[src/rtl/bpc_pkg.sv]
// Shared types and widths for the barometric pressure and temperature compensation block.
package bpc_pkg;

  localparam int RAW_W       = 24;
  localparam int SCALED_W    = 32;
  localparam int TQ_W        = 16;
  localparam int PQ_W        = 22;
  localparam int CFG_ADDR_W  = 5;
  localparam int CFG_DATA_W  = 32;
  localparam int QUEUE_DEPTH_DEFAULT = 4;

  // Coefficient register indexes, taken from byte address bits 4:2.
  typedef enum logic [2:0] {
    REG_TEMP_PAIR, REG_P_OFFSET, REG_P_LIN, REG_T_CROSS,
    REG_X_LIN, REG_P_QUAD, REG_X_QUAD, REG_P_CUBIC
  } coeff_reg_t;

  // Compensation coefficients, already sign extended from their register fields.
  typedef struct packed {
    logic signed [11:0] c0;
    logic signed [11:0] c1;
    logic signed [19:0] c00;
    logic signed [19:0] c10;
    logic signed [15:0] c01;
    logic signed [15:0] c11;
    logic signed [15:0] c20;
    logic signed [15:0] c21;
    logic signed [15:0] c30;
  } coeff_t;

  // One scaled sample pair with its finished temperature, as held in the queue.
  typedef struct packed {
    logic signed [SCALED_W-1:0] x;
    logic signed [SCALED_W-1:0] t;
    logic signed [TQ_W-1:0]     tq8;
  } item_t;

  typedef struct packed {
    logic full;
    logic empty;
  } q_status_t;

endpackage

[src/rtl/bpc_queue.sv]
// Short queue that decouples the front end from the polynomial back end.
module bpc_queue #(
  parameter int DEPTH = bpc_pkg::QUEUE_DEPTH_DEFAULT
) (
  input  logic                clk,
  input  logic                rst_n,
  input  logic                push,
  input  bpc_pkg::item_t      push_data,
  input  logic                pop,
  output bpc_pkg::item_t      pop_data,
  output bpc_pkg::q_status_t  q_status
);
  import bpc_pkg::*;

  localparam int PTR_W = $clog2(DEPTH);
  localparam int CNT_W = $clog2(DEPTH + 1);

  item_t             mem [DEPTH];
  item_t             rd_data_r;
  logic [PTR_W-1:0]  wr_ptr_r, rd_ptr_r;
  logic [CNT_W-1:0]  count_r;

  function automatic logic [PTR_W-1:0] next_ptr(input logic [PTR_W-1:0] p);
    return (p == PTR_W'(DEPTH - 1)) ? '0 : p + PTR_W'(1);
  endfunction

  always_ff @(posedge clk) begin
    if (!rst_n) begin
      wr_ptr_r <= '0;
      rd_ptr_r <= '0;
      count_r  <= '0;
    end else begin
      if (push) begin
        wr_ptr_r <= next_ptr(wr_ptr_r);
      end
      if (pop) begin
        rd_ptr_r <= next_ptr(rd_ptr_r);
      end
      if (push && !pop) begin
        count_r <= count_r + CNT_W'(1);
      end else if (pop && !push) begin
        count_r <= count_r - CNT_W'(1);
      end
    end
  end

  always_ff @(posedge clk) begin
    if (push) begin
      mem[wr_ptr_r] <= push_data;
    end
  end

  // The read register doubles as the first stage of the back end.
  always_ff @(posedge clk) begin
    if (pop) begin
      rd_data_r <= mem[rd_ptr_r];
    end
  end

  assign pop_data       = rd_data_r;
  assign q_status.full  = (count_r == CNT_W'(DEPTH));
  assign q_status.empty = (count_r == '0);

`ifndef SYNTH
  a_no_underflow: assert property (@(posedge clk) disable iff (!rst_n)
    pop |-> (count_r != '0))
    else $error("queue popped while empty");

  a_count_up: assert property (@(posedge clk) disable iff (!rst_n)
    (push && !pop) |=> (count_r == $past(count_r) + CNT_W'(1)))
    else $error("queue count did not follow a lone push");

  a_empty_ptrs: assert property (@(posedge clk) disable iff (!rst_n)
    (count_r == '0) |-> (rd_ptr_r == wr_ptr_r))
    else $error("queue empty but pointers differ");
`endif

endmodule

[config.mk]
export PLATFORM = sky130hd
export DESIGN_NAME = bpc_queue
export DESIGN_NICKNAME = d
export VERILOG_FILES = /design/src/rtl/bpc_pkg.sv /design/src/rtl/bpc_queue.sv
export SDC_FILE = /design/constraint.sdc
export NUM_CORES = 1
export LEC_CHECK = 0
export BUFFER_PORTS_ARGS = -buffer_cell sky130_fd_sc_hd__buf_2
export CORE_ASPECT_RATIO = 1.4
export CORE_UTILIZATION = 51
export DETAILED_ROUTE_END_ITERATION = 8
export GPL_TIMING_DRIVEN = 1
export PLACE_DENSITY = 0.74
export SETUP_SLACK_MARGIN = 0.4
export SLEW_MARGIN = 5
export SYNTH_ARGS = -nofsm -noshare
export SYNTH_HDL_FRONTEND = slang
export SYNTH_SLANG_ARGS = --single-unit
[constraint.sdc]
create_clock -name clk -period 3.1 [get_ports clk]
set_clock_uncertainty 0.2 [all_clocks]
set_input_delay 0 -clock clk [delete_from_list [all_inputs] [get_ports clk]]
set_output_delay 0 -clock clk [all_outputs]
set_load 0.1 [all_outputs]
==> run_results.csv <==
group,metric,value,unit
clock_network,path_clk_slew,0.07,ns
power,combPwrFrac,12.8,%
place,dp_hpwl,15600,um
die,start_util,52.1,%
timing,worst_hold_slack,0.0290,ns
die,ios,166,
power,switching_share,25.1,%
clock_network,cts_tree,"yes",
grt,grt_usage,19.0,%
place,gp_congestion,0.720,
synthesis,syn_area,14500,sq um
synthesis,synth_nets,631,
clock_network,cts_hold_buf,84,
critical_path,crit_required,3.30,ns
timing,period_minus_slack,2.43,ns
cells_and_area,drive_gt1_share,36.6,%
synthesis,synth_seq_cells,407,
critical_path,arrival,2.63,ns
synthesis,syn_avg_cell_area,26.8,sq um
power,netSwitchingPower,0.00305,W
critical_path,cp-start-kind,"flip-flop",
routing,via_per_inst,5.33,
timing,relSlewSlack,54.6,%
die,die_w,144,um
worst_hold_path,hold_path_class,"primary input to flip-flop",
grt,grt_pass1_vias,7137,
grt,grt_overflow_total,0,
cells_and_area,area_growth_syn_to_layout,21.9,%
cells_and_area,final_common_cell,"edfxtp_1",
die,fp.dieArea,29000,sq um
synthesis,synthCells,540,
clock_network,clockBufferDepth,3,
grt,antenna_found_initial,2,
power,p_int,0.00908,W
clock_network,cts_resized,0,
timing,hold_viol_final,0,
routing,drtIter0Drc,363,
run,cap_violations,0,
timing,fmax,0.412,GHz
synthesis,synth.distinct_cells,22,
timing,timing.setup.tns,0,ns
die,fp.dieH,201,um
clock_network,cts.sinks,407,
power,power.total,0.0121,W
timing,rsz0062_at_grt,"false",
critical_path,r2r_cells,6,
grt,grt_start_max_net_pins,49,
clock_network,cts_root_buf,"clkbuf_16",
timing,maxSlewViolCount,0,
cells_and_area,n_fill_cell,1890,
clock_network,post_cts_buffers,0,
cells_and_area,final_cell_mix,"edfxtp_1 (400), buf_2 (164), dlygate4sd3_1 (84), mux4_2 (79), clkbuf_16 (37)",
cells_and_area,fin_cells,1219,
power,powerDensity,689,nW/um^2
timing,finalSetupViolations,0,
routing,drc,0,
timing,final.period_utilization,78.3,%
critical_path,path_class,"flip-flop to flip-flop",
grt,grt_pass1_wl,40200,um
power,ir_drop,0.369,mV
synthesis,ys_seq_area_share,84.1,%
power,p_seq_share,53.7,%
clock_network,clk_latency,0.51,ns
place,dp_cells,1072,
run_status,status,"finished, final reports clean",
critical_path,worstPathMaxFanout,43,
clock_network,cts_max_level,2,
routing,via_count,6493,
timing,tightest_slew,0.681,ns
routing,drtAntennaViolNets,0,
routing,drt-pass1-iter-count,5,
worst_hold_path,hold_path_depth,2,
cells_and_area,design.final.nets,915,
place,io_buffers,165,
clock_network,cts_buffers,36,
routing,wirelength,26000,um
power,pwr-share-clk,33.5,%
routing,wl_per_cell,21.4,um
critical_path,end_kind,"flip-flop",
synthesis,yosys_warnings,0,
power,power_leakage,5.97,nW
die,core-area,27700,sq um
die,rows,72,
==> sequential cells by signal, summed over array words and instances, names as in the netlist <==
signal / flops
mem: 320
pop_data: 80
rd_ptr_r: 2
wr_ptr_r: 2
count_r: 3
==> power groups by stage <==
stage          sequential (W)  combinational [W]  clock, W
6_report              0.00652            0.00155   0.00406
5_1_grt               0.00654            0.00161   0.00436
4_1_cts               0.00652            0.00156   0.00415
3_5_place_dp          0.00664            0.00147         0
3_3_place_gp          0.00662            0.00143         0
2_1_floorplan         0.00730           0.000462         0
==> cell families (layout without fill, tap and decap cells) <==
family                   after synthesis  after routing  synth area share (%)
flip-flops                           407            407                  84.1
multiplexers                          84             84                  12.8
buffers and inverters                 22            329                  1.60
AND/OR/NAND/NOR                       15             15                 0.641
adder cells (fa/ha/maj)                7              7                 0.658
AO/OA/AOI/OAI                          3              3                 0.121
XOR/XNOR                               2              2                 0.121
other                                  0              2                     0
==> layer usage <==
layer / vias to the layer above / track usage, % / routed length (um) / share of wire, %
met4: 0 / 7.74 / 833 / 3.2
met3: 50 / 3.64 / 1360 / 5.2
met2: 208 / 33.3 / 13800 / 53
met1: 3367 / 23.0 / 10000 / 39
li1: 2868 / - / - / -
met5: - / 0 / 0 / 0
==> cells in the mapped netlist <==
master	number	share of area [%]
a21oi_1	1	0.035
buf_6	1	0.078
mux4_1	1	0.18
buf_2	9	0.31
dfxtp_1	7	0.97
mux4_2	79	12
fa_1	1	0.14
xnor2_1	1	0.061
inv_1	4	0.10
edfxtp_1	400	83
o21ai_0	1	0.035
nor3_1	1	0.035
mux2i_1	4	0.28
buf_12	8	1.1
a21boi_0	1	0.052
ha_1	6	0.52
nor3b_1	2	0.10
nor2_1	1	0.026
xor2_1	1	0.061
or3_1	1	0.043
and2_1	5	0.22
nor2b_1	5	0.22
==> path summary, 6_finish.rpt <==
check | start | to | slack (ns)
worst max-delay path | rd_ptr_r[1]$_SDFFE_PN0P_ | rd_ptr_r[0]$_SDFFE_PN0P_ | 0.67
worst min-delay path | push_data[53] | mem[0][53]$_DFFE_PP_ | 0.03
worst max register to register | rd_ptr_r[1]$_SDFFE_PN0P_ | rd_ptr_r[0]$_SDFFE_PN0P_ | 0.67
worst min register to register | count_r[2]$_SDFFE_PN0P_ | count_r[2]$_SDFFE_PN0P_ | 0.31
==> cell type report <==
cell class                      instances  area [sq um]  area share (%)
Antenna cell                            2          5.00          0.0284
Clock buffer                           45           956            5.43
Clock inverter                         16          96.3           0.547
Inverter                                4          15.0          0.0853
Multi-Input combinational cell        111          2080            11.8
Sequential cell                       407         12200            69.0
Tap cell                              370           463            2.63
Timing Repair Buffer                  264          1830            10.4
==> stage by stage <==
stage          instance area [sq um]  worst slack [ns]  utilization (%)
6_report                       17600             0.672             63.5
4_1_cts                        17600             0.651             63.4
2_1_floorplan                  14500             0.468                -
5_1_grt                        17600             0.480             63.5
3_5_place_dp                   15700             0.910             56.6
3_3_place_gp                   15700             0.944             56.6
==> worst max-delay path, stage by stage (launching register included) <==
cell and delay, ns:
dfxtp_4 0.79, buf_4 0.37, ha_1 0.19, nor3b_1 0.05, a21oi_1 0.12, nor2b_1 0.06
dlygate4sd3_1 0.54
No activity file was read; power rests on OpenSTA's default activity.
