<file path="src/rtl/bpc_pkg.sv">
// Shared types and widths for the barometric pressure and temperature compensation block.
package bpc_pkg;

  localparam int RAW_W       = 24;
  localparam int SCALED_W    = 32;
  localparam int TQ_W        = 16;
  localparam int PQ_W        = 22;
  localparam int CFG_ADDR_W  = 5;
  localparam int CFG_DATA_W  = 32;
  localparam int QUEUE_DEPTH_DEFAULT = 4;

  // Coefficient register indexes, taken from byte address bits 4:2.
  typedef enum logic [2:0] {
    REG_TEMP_PAIR, REG_P_OFFSET, REG_P_LIN, REG_T_CROSS,
    REG_X_LIN, REG_P_QUAD, REG_X_QUAD, REG_P_CUBIC
  } coeff_reg_t;

  // Compensation coefficients, already sign extended from their register fields.
  typedef struct packed {
    logic signed [11:0] c0;
    logic signed [11:0] c1;
    logic signed [19:0] c00;
    logic signed [19:0] c10;
    logic signed [15:0] c01;
    logic signed [15:0] c11;
    logic signed [15:0] c20;
    logic signed [15:0] c21;
    logic signed [15:0] c30;
  } coeff_t;

  // One scaled sample pair with its finished temperature, as held in the queue.
  typedef struct packed {
    logic signed [SCALED_W-1:0] x;
    logic signed [SCALED_W-1:0] t;
    logic signed [TQ_W-1:0]     tq8;
  } item_t;

  typedef struct packed {
    logic full;
    logic empty;
  } q_status_t;

endpackage

</file>
<file path="src/rtl/bpc_ifs.sv">
// Stream interfaces for the raw sample input and the compensated result output.
interface bpc_in_if;
  logic                               valid;
  logic                               ready;
  logic signed [bpc_pkg::RAW_W-1:0]   raw_pressure;
  logic signed [bpc_pkg::RAW_W-1:0]   raw_temperature;

  modport source (output valid, output raw_pressure, output raw_temperature, input ready);
  modport sink   (input valid, input raw_pressure, input raw_temperature, output ready);
endinterface


</file>
<file path="src/rtl/bpc_front.sv">
// Front end: accepts raw samples, scales them to Q1.30 and finishes the temperature.
module bpc_front (
  input  logic                clk,
  input  logic                rst_n,
  bpc_in_if.sink              in_chan,
  input  bpc_pkg::coeff_t     coeff,
  input  bpc_pkg::q_status_t  q_status,
  output logic                push,
  output bpc_pkg::item_t      push_data
);
  import bpc_pkg::*;

  localparam int STAGES = 5;
  // ceil(2^32 / 15): exact reciprocal for dividends below 2^28
  localparam logic [28:0]        RECIP15      = 29'd286331154;
  // 15 * 2^23 keeps the biased dividend positive without disturbing the floor
  localparam logic signed [28:0] SCALE_OFFSET = 29'sd125829120;
  localparam logic signed [31:0] SCALE_BIAS   = 32'sd8388608;
  localparam logic signed [22:0] TQ_MAX       = 23'sd32767;
  localparam logic signed [22:0] TQ_MIN       = -23'sd32768;

  logic                         en;
  logic [STAGES-1:0]            fv_r;
  logic signed [RAW_W-1:0]      rp_r, rt_r;
  logic [56:0]                  xprod_r, tprod_r, xprod_nxt, tprod_nxt;
  logic signed [SCALED_W-1:0]   xbase_r, tbase_r;
  logic signed [SCALED_W-1:0]   x_r, t_r, x_nxt, t_nxt;
  logic signed [SCALED_W-1:0]   x_d_r, t_d_r, x_e_r, t_e_r;
  logic signed [43:0]           c1t_r, c1t_nxt;
  logic signed [44:0]           tq30;
  logic signed [22:0]           ts;
  logic signed [TQ_W-1:0]       tq_r, tq_nxt;

  // raw * 2^11 / 15 is raw * 136 plus floor(raw * 8 / 15); this gives the biased raw * 8.
  function automatic logic [27:0] biased8(input logic signed [RAW_W-1:0] raw);
    logic signed [28:0] w;
    w = (29'(raw) <<< 3) + SCALE_OFFSET;
    return w[27:0];
  endfunction

  function automatic logic signed [SCALED_W-1:0] times136(input logic signed [RAW_W-1:0] raw);
    return (32'(raw) <<< 7) + (32'(raw) <<< 3);
  endfunction

  assign en            = !q_status.full;
  assign in_chan.ready = en;

  assign xprod_nxt = 57'(biased8(rp_r)) * 57'(RECIP15);
  assign tprod_nxt = 57'(biased8(rt_r)) * 57'(RECIP15);
  assign x_nxt     = xbase_r + $signed(32'(xprod_r[56:32])) - SCALE_BIAS;
  assign t_nxt     = tbase_r + $signed(32'(tprod_r[56:32])) - SCALE_BIAS;
  assign c1t_nxt   = 44'(t_r) * 44'(coeff.c1);

  always_comb begin
    tq30 = (45'(coeff.c0) <<< 29) + 45'(c1t_r);
    ts   = $signed(tq30[44:22]);
    if (ts > TQ_MAX) begin
      tq_nxt = TQ_MAX[15:0];
    end else if (ts < TQ_MIN) begin
      tq_nxt = TQ_MIN[15:0];
    end else begin
      tq_nxt = ts[15:0];
    end
  end

  always_ff @(posedge clk) begin
    if (!rst_n) begin
      fv_r <= '0;
    end else if (en) begin
      fv_r <= {fv_r[STAGES-2:0], in_chan.valid};
    end
  end

  always_ff @(posedge clk) begin
    if (en) begin
      rp_r    <= in_chan.raw_pressure;
      rt_r    <= in_chan.raw_temperature;
      xprod_r <= xprod_nxt;
      tprod_r <= tprod_nxt;
      xbase_r <= times136(rp_r);
      tbase_r <= times136(rt_r);
      x_r     <= x_nxt;
      t_r     <= t_nxt;
      x_d_r   <= x_r;
      t_d_r   <= t_r;
      c1t_r   <= c1t_nxt;
      x_e_r   <= x_d_r;
      t_e_r   <= t_d_r;
      tq_r    <= tq_nxt;
    end
  end

  assign push         = fv_r[STAGES-1] && en;
  assign push_data.x  = x_e_r;
  assign push_data.t  = t_e_r;
  assign push_data.tq8 = tq_r;

endmodule

</file>
<file path="src/flat_wrapper.sv">
// flat-port wrapper written by rule: the top's interface ports become plain ports
module bpc_front_flat import bpc_pkg::*;
  (clk, rst_n, coeff, q_status, push, push_data, in_chan_valid, in_chan_raw_pressure, in_chan_raw_temperature, in_chan_ready);
  bpc_in_if in_chan_i ();
  input  logic clk;
  input  logic rst_n;
  input  bpc_pkg::coeff_t coeff;
  input  bpc_pkg::q_status_t q_status;
  output logic push;
  output bpc_pkg::item_t push_data;
  input wire logic [$bits(in_chan_i.valid)-1:0] in_chan_valid;
  input wire logic [$bits(in_chan_i.raw_pressure)-1:0] in_chan_raw_pressure;
  input wire logic [$bits(in_chan_i.raw_temperature)-1:0] in_chan_raw_temperature;
  output wire logic [$bits(in_chan_i.ready)-1:0] in_chan_ready;
  assign in_chan_i.valid = in_chan_valid;
  assign in_chan_i.raw_pressure = in_chan_raw_pressure;
  assign in_chan_i.raw_temperature = in_chan_raw_temperature;
  assign in_chan_ready = in_chan_i.ready;
  bpc_front u_core (.clk(clk), .rst_n(rst_n), .in_chan(in_chan_i), .coeff(coeff), .q_status(q_status), .push(push), .push_data(push_data));
endmodule
</file>
<file path="config.mk">
export PLATFORM = sky130hd
export DESIGN_NAME = bpc_front_flat
export DESIGN_NICKNAME = d
export VERILOG_FILES = /design/src/rtl/bpc_pkg.sv /design/src/rtl/bpc_ifs.sv /design/src/rtl/bpc_front.sv /design/src/flat_wrapper.sv
export SDC_FILE = /design/constraint.sdc
export NUM_CORES = 2
export LEC_CHECK = 0
export BUFFER_PORTS_ARGS = -buffer_cell sky130_fd_sc_hd__buf_2
export CORE_MARGIN = 2
export CORE_UTILIZATION = 68
export DETAILED_ROUTE_END_ITERATION = 10
export GPL_ROUTABILITY_DRIVEN = 1
export PLACE_DENSITY = 0.88
export SLEW_MARGIN = 20
export SYNTH_ARGS = -nofsm -noshare
export SYNTH_HDL_FRONTEND = slang
export SYNTH_SLANG_ARGS = --single-unit
</file>
<file path="constraint.sdc">
create_clock -name clk -period 31.1 [get_ports clk]
set_clock_uncertainty 0.2 [all_clocks]
set_input_delay 6.22 -clock clk [delete_from_list [all_inputs] [get_ports clk]]
set_output_delay 6.22 -clock clk [all_outputs]
set_load 0.01 [all_outputs]
</file>
==> impl_metrics.tcl <==
set metrics [dict create \
    routedWlPerCell_um 19.0 \
    synth_top_area_share_pct 27.7 \
    track_usage_pct 29.9 \
    relSlewSlack_pct 25.7 \
    r2r_slack_ps 23840 \
    synth_fa_ha_area_share_pct 45.7 \
    async_reset_ff_share_pct 0 \
    hold_class "reg -> reg" \
    avgSynthCellArea_um2 11.1 \
    crit_path_end "in_chan_ready" \
    syn_to_final_growth_pct 7.43 \
    startpoint_type "input pin" \
    grt_max_degree 154 \
    yosys_most_used_dff "edfxtp_1" \
    nNetsFinal 5279 \
    drtAntennaViolNets 0 \
    syn_nets 5141 \
    synth_xor_area_share_pct 3.65 \
    ys_ff_latch 391 \
    cts_tree "built" \
    rsz0062_at_grt "false" \
    overflow 0 \
    place.gp.congestion 0.961 \
    cp.arrival_ps 7180 \
    vias 27500 \
    post-place-ws_ps 17390 \
    slew_viol_final 0 \
    path_clk_slew_ps 60 \
    maxCapViolCount 0 \
    clockBufferDepth 3 \
    htreeDepth 2 \
    syn-cell-area_mm2 0.0418 \
    cts_resized 0 \
    synth.distinct_cells 74 \
    top_level_ports 279 \
    synth-edff-count 386 \
    ys_seq_area_share_pct 28.0 \
    worst-r2r-cell-count 19 \
    synth_warnings 0 \
    worstSetupEndpointType "output port" \
    reg2reg_from "u_core.t_r[14]" \
    clk_latency_ps 600 \
    required_ps 24680 \
    r2r-end "u_core.c1t_r[43]" \
    drive_above_1_share_pct 6.74 \
    worst_pin_slew_ps 1110 \
    post_cts_buffers 0 \
    fp.dieH_um 252 \
    final_util_pct 74.1 \
    yosysMostFrequentCell "inv_1" \
    synth_area_leader_cell "edfxtp_1" \
    fmax_ghz 0.0735 \
    synth_common_cells "inv_1, ha_1, fa_1" \
    grt_pass1_vias 29800 \
    crit_type "in -> out" \
    synth.area.top_cells "edfxtp_1, fa_1, ha_1" \
    finalWirelength_um 89700 \
    hold_violations 0 \
    timing.final.crit_period_ps 13600 \
    antenna_found_initial 0 \
    die_width_um 252 \
    synth_top_family_by_area "adder cells" \
    setup_viol 0 \
    drcViolationCount 0 \
    synth_cells 3759 \
    dieArea_mm2 0.0634 \
    synth_compound_area_share_pct 7.03 \
    worstPathMaxFanout 91 \
    core_mm2 0.0606 \
    crit_start "q_status[1]" \
    rows 90 \
    cts_sinks 391 \
    cts_hold_buf 0 \
    yosys.area_share.simple_pct 7.56 \
    cts_root_buf "clkbuf_16" \
    dr.first_iter.drc_count 1798 \
    initial_core_util_pct 69.0 \
    setup_tns_ps 0 \
    outcome "finished clean" \
    grt_pass1_wl_um 149000 \
    numCtsBuffers 43 \
    port_buffers 157 \
    synth_mux_area_share_pct 0.144 \
    drtPass1Iterations 7 \
    place_hpwl_um 68200 \
    setup_ws_ps 17500 \
    timing.final.crit_share_pct 43.7 \
    insertedDiodeCount 0 \
    vias_per_cell 5.83 \
]
[cell type report]
cell class                      count  area, um^2
Inverter                          810        3050
Clock buffer                       49        1100
Multi-Input combinational cell   2485       26800
Sequential cell                   391       11700
Clock inverter                     31         435
Fill cell                        3813       15700
Tap cell                          782         978
Timing Repair Buffer              166         866
[worst min path at each step]
stage | startpoint | endpoint | slack (ps) | cells past startpoint
after floorplan | u_core.t_d_r[0] | u_core.t_e_r[0] | 200 | 0
after global placement | u_core.tprod_r[33] | u_core.t_r[1] | 200 | 0
after detailed placement | u_core.t_d_r[14] | u_core.t_e_r[14] | 200 | 0
after CTS | u_core.t_d_r[2] | u_core.t_e_r[2] | 210 | 0
after global routing | u_core.t_d_r[2] | u_core.t_e_r[2] | 220 | 0
final | u_core.t_d_r[2] | u_core.t_e_r[2] | 200 | 0
[layout by cell type (no fill, tap or decap), types with 22 or more instances in the layout]
| master | instances |
|---|---|
| edfxtp_1 | 386 |
| o21ai_0 | 64 |
| nand4_1 | 26 |
| xnor2_1 | 118 |
| fa_1 | 567 |
| nor3_1 | 32 |
| a31oi_1 | 26 |
| nand2b_1 | 22 |
| clkbuf_16 | 43 |
| xor2_1 | 56 |
| ha_1 | 618 |
| o21a_1 | 22 |
| and2_1 | 100 |
| a21oi_1 | 126 |
| a21o_1 | 72 |
| buf_2 | 157 |
| nand2_1 | 301 |
| nand3_1 | 32 |
| nor2_1 | 114 |
| inv_1 | 808 |
[per-layer routing]
| layer | track usage (%) | wire (um) | part of all wire [%] |
|---|---|---|---|
| met5 | 0 | 0 | 0 |
| met2 | 50.8 | 43600 | 49 |
| met1 | 38.5 | 35500 | 40 |
| met4 | 12.2 | 3970 | 4.4 |
| met3 | 4.76 | 6580 | 7.3 |
[state kept, by name (all words and copies together) (netlist names), 28 cells and up]
register        cells
u_core.tprod_r     28
u_core.x_r         32
u_core.t_e_r       32
u_core.x_d_r       32
u_core.t_r         32
u_core.xprod_r     28
u_core.t_d_r       32
u_core.x_e_r       32
[cells by family (layout without fill, tap and decap cells)]
family | count (synthesis) | in the layout
fa+ha+maj | 1185 | 1185
compound gates | 439 | 439
mux | 6 | 6
xor+xnor | 174 | 174
buf+inv | 883 | 1056
flops | 391 | 391
simple gates | 681 | 681
[worst max-delay path: stages]
cell and delay [ps]:
buf_2 180, inv_8 440, buf_2 250
[stage by stage]
stage          std cells  hold slack [ps]  cell area, um^2
2_1_floorplan       3759              200            41800
3_3_place_gp        4634              201            43300
3_5_place_dp        4634              205            43300
4_1_cts             4714              212            44900
5_1_grt             4714              220            44900
6_report            4714              202            44900
Power is left out: the tool's default activity adds up to more than one toggle a clock period on the data nets, which glitch-free logic cannot reach.
